===== src/design/mpe_ram.sv =====
`default_nettype none
module mpe_ram #(
   parameter int WIDTH = 8,
   parameter int DEPTH = 16,
   parameter int AW    = $clog2(DEPTH)
) (
   input  wire logic             clock,
   input  wire logic             wr_en,
   input  wire logic [AW-1:0]    wr_addr,
   input  wire logic [WIDTH-1:0] wr_data,
   input  wire logic [AW-1:0]    rd_addr,
   output logic      [WIDTH-1:0] rd_data
);

   logic [WIDTH-1:0] mem [DEPTH];

   always_ff @(posedge clock) begin
      if (wr_en) begin
         mem[wr_addr] <= wr_data;
      end
      rd_data <= mem[rd_addr];
   end

endmodule
`default_nettype wire


===== config.mk =====
export PLATFORM = sky130hd
export DESIGN_NAME = mpe_ram
export DESIGN_NICKNAME = d
export VERILOG_FILES = /design/src/design/mpe_ram.sv
export SDC_FILE = /design/constraint.sdc
export NUM_CORES = 1
export LEC_CHECK = 0
export ABC_AREA = 1
export ABC_CLOCK_PERIOD_IN_PS = 3500
export BUFFER_PORTS_ARGS = -buffer_cell sky130_fd_sc_hd__buf_2
export CAP_MARGIN = 10
export CELL_PAD_IN_SITES_DETAIL_PLACEMENT = 0
export CELL_PAD_IN_SITES_GLOBAL_PLACEMENT = 2
export CORE_ASPECT_RATIO = 1.25
export CORE_MARGIN = 5
export CORE_UTILIZATION = 43
export DETAILED_ROUTE_END_ITERATION = 7
export PLACE_DENSITY = 0.91
export SETUP_SLACK_MARGIN = 0.4
export SYNTH_ARGS = -nofsm -noshare
export SYNTH_HDL_FRONTEND = slang
export SYNTH_SLANG_ARGS = --single-unit

===== constraint.sdc =====
create_clock -name clock -period 3.5 [get_ports clock]
set_clock_uncertainty 0.1 [all_clocks]
set_input_delay 0.7 -clock clock [delete_from_list [all_inputs] [get_ports clock]]
set_output_delay 0.7 -clock clock [all_outputs]
set_load 0.005 [all_outputs]

==> impl_metrics.ini <==
[run_status]
outcome = finished, final reports clean

[sta]
slew_violations = 0
fin_crit_sh_pct = 54.1
hold_viol_final = 0
rsz0062_at_grt = no
worst_pin_slew_ns = 0.921
finalSetupTns_ns = 0
maxSlewHeadroom_pct = 38.4
setup_viol = 0
timing.final.crit_period_ns = 1.89
timing.fmax_ghz = 0.528

[grt]
grt_use_total_pct = 16.5
antenna_found_initial = 0
grt_pass1_vias = 3572
overflow = 0
grt_max_degree = 65
grt_first_pass_wirelength_microns = 19500

[clock_network]
clkLatencyLatePin_ns = 0.41
clock_path_buffers = 2
ctsResizeCount = 0
ctsHtreeMaxLevel = 4
cts_buffers = 17
post_cts_buffers = 0
cts_tree = done
path_clk_slew_ns = 0.06
root_buffer = clkbuf_16
cts_num_sinks = 136
hold_buffers = 0

[drt]
vias = 3647
wl_per_cell_microns = 16.2
ant_nets = 0
route.detailed.drc = 0
dr.pass1.iters = 4
routed_wl_microns = 12200
dr.first_iter.drc_count = 203
vias_per_cell = 4.81

[synth]
syn_avg_cell_area_sq_um = 10.5
synthTopCellsByArea = edfxtp_1 67%, nand2_1 11%, nand3_1 8.4%
ys_seq_area_share_pct = 69.4
postSynthCellCount = 551
synth_top_area_share_pct = 66.7
netlist_area_sq_um = 5770
yosys.area.top_type = edfxtp_1
synth_cell_types = 12
synth_seq_cells = 136
syn_nets = 569
ys_warn_count = 0

[setup_path]
cp-end-kind = flip-flop
start_kind = primary input
critical_path_required_ns = 3.68
path_cells = buf_2 > inv_2 > buf_4 > nand2_1 > nand3_1 > nand3_1 > nand3_1 > nand2_1
slowest_stage = buf_4
reg2reg_to = rd_data[0]
r2r-start = mem[6][0]
cpPeakStageDelay_ns = 0.53
crit_type = in -> reg
path_max_fanout = 64
rrSetupSlack_ns = 2.39
cpMostUsedCell = nand3_1
r2r_cells = 6
crit_arrival_ns = 2.08

[flow_run]
max-cap-violations = 0

[worst_hold_path]
min_path_cells = 6
hp-start = mem[10][7]
hold_path.class = reg -> reg
min_to = rd_data[7]

[floorplanning]
die_height_microns = 139
dieArea_sq_um = 15800
start_util_pct = 43.6
rows = 47
dieWidth_microns = 114
design.core.area_sq_um = 13200
io_pins = 26

[cells_and_area]
fin_nets = 592
fin_area_sq_um = 6550
final_util_pct = 49.5
num_antenna_cells = 0
drive_gt1_share_pct = 10.1
area_delta_synth_final_pct = 13.6

[placement]
place.gp.congestion = 0.773
dp_hpwl_microns = 7540
io_buffers = 25
place_area_sq_um = 5960

[power]
irDropWorstVdd_mv = 0.312
leakage_nw = 2.81
pwr_density_cell_nw_per_um2 = 582
-- worst max-delay path: cells and delay by family --
family	cells	cell delay (ns)
buf+inv	3	0.79
simple gates	5	0.57
-- worst max path at each step --
stage                     from    endpoint
CTS                 rd_addr[0]  rd_data[4]
global placement    rd_addr[0]  rd_data[4]
global route        rd_addr[0]  rd_data[4]
floorplan           wr_addr[2]  mem[10][0]
detailed placement  wr_addr[2]   mem[8][7]
finish              rd_addr[0]  rd_data[4]
-- cells in the mapped netlist --
library cell and instances:
dfxtp_1 8, inv_2 2, nand3_1 97, nand2_1 173, nor2_1 17, edfxtp_1 128, buf_4 4, buf_6 6
buf_2 13, buf_1 1, inv_1 100, nand3b_1 2
-- cell usage in the layout (no fill, tap or decap), drive strengths merged --
| master | instances |
|---|---|
| clkinv | 5 |
| nand2 | 173 |
| clkinvlp | 4 |
| nor2 | 17 |
| bufinv | 3 |
| nand3 | 97 |
| dfxtp | 8 |
| buf | 28 |
| edfxtp | 128 |
| nand3b | 2 |
| inv | 102 |
| clkbuf | 20 |
-- logic make-up (layout without fill, tap and decap cells) --
family | after synthesis | after routing | synth area share [%]
and+or+nand+nor | 289 | 289 | 21.0
DFF | 136 | 136 | 69.4
buffers and inverters | 126 | 162 | 9.52
-- metal layers --
layer  up-vias  GRT usage [%]  routed length [microns]  share of wire [%]
li1       1816              -                        -                  -
met1      1740           21.0                     5240                 43
met2        85           27.2                     6280                 51
met3         6           3.91                      614                5.0
met4         0           6.08                      110               0.90
met5         -              0                        0                  0
-- area by class of cell --
cell class	count	area (sq um)
clock buffers	20	437
well taps	171	214
fillers	1198	6680
clock inverters	12	153
repair buffers	28	148
flip-flops and latches	136	4000
multi-input cells	289	1210
inverters	102	383
-- registers in the layout, summed over array words and instances (netlist names) --
register	flops
mem	128
rd_data	8
-- through the flow --
stage	hold WS, ns	setup slack [ns]	total power [mW]	instances
final	0.552	1.61	3.81	758
after global placement	0.557	1.20	2.07	726
after CTS	0.553	1.60	3.84	758
after detailed placement	0.539	1.17	2.07	726
after floorplan	0.507	1.75	1.99	551
after global routing	0.570	1.48	3.93	758
-- report_power, final --
group	switching, mW	leakage (nW)	internal [mW]	total (mW)
logic	0.145	1.31	0.0579	0.203
clock network	0.659	0.276	1.12	1.78
registers	0.00914	1.22	1.82	1.83
total	0.814	2.81	3.00	3.81
(Power assumes the default switching activity.)
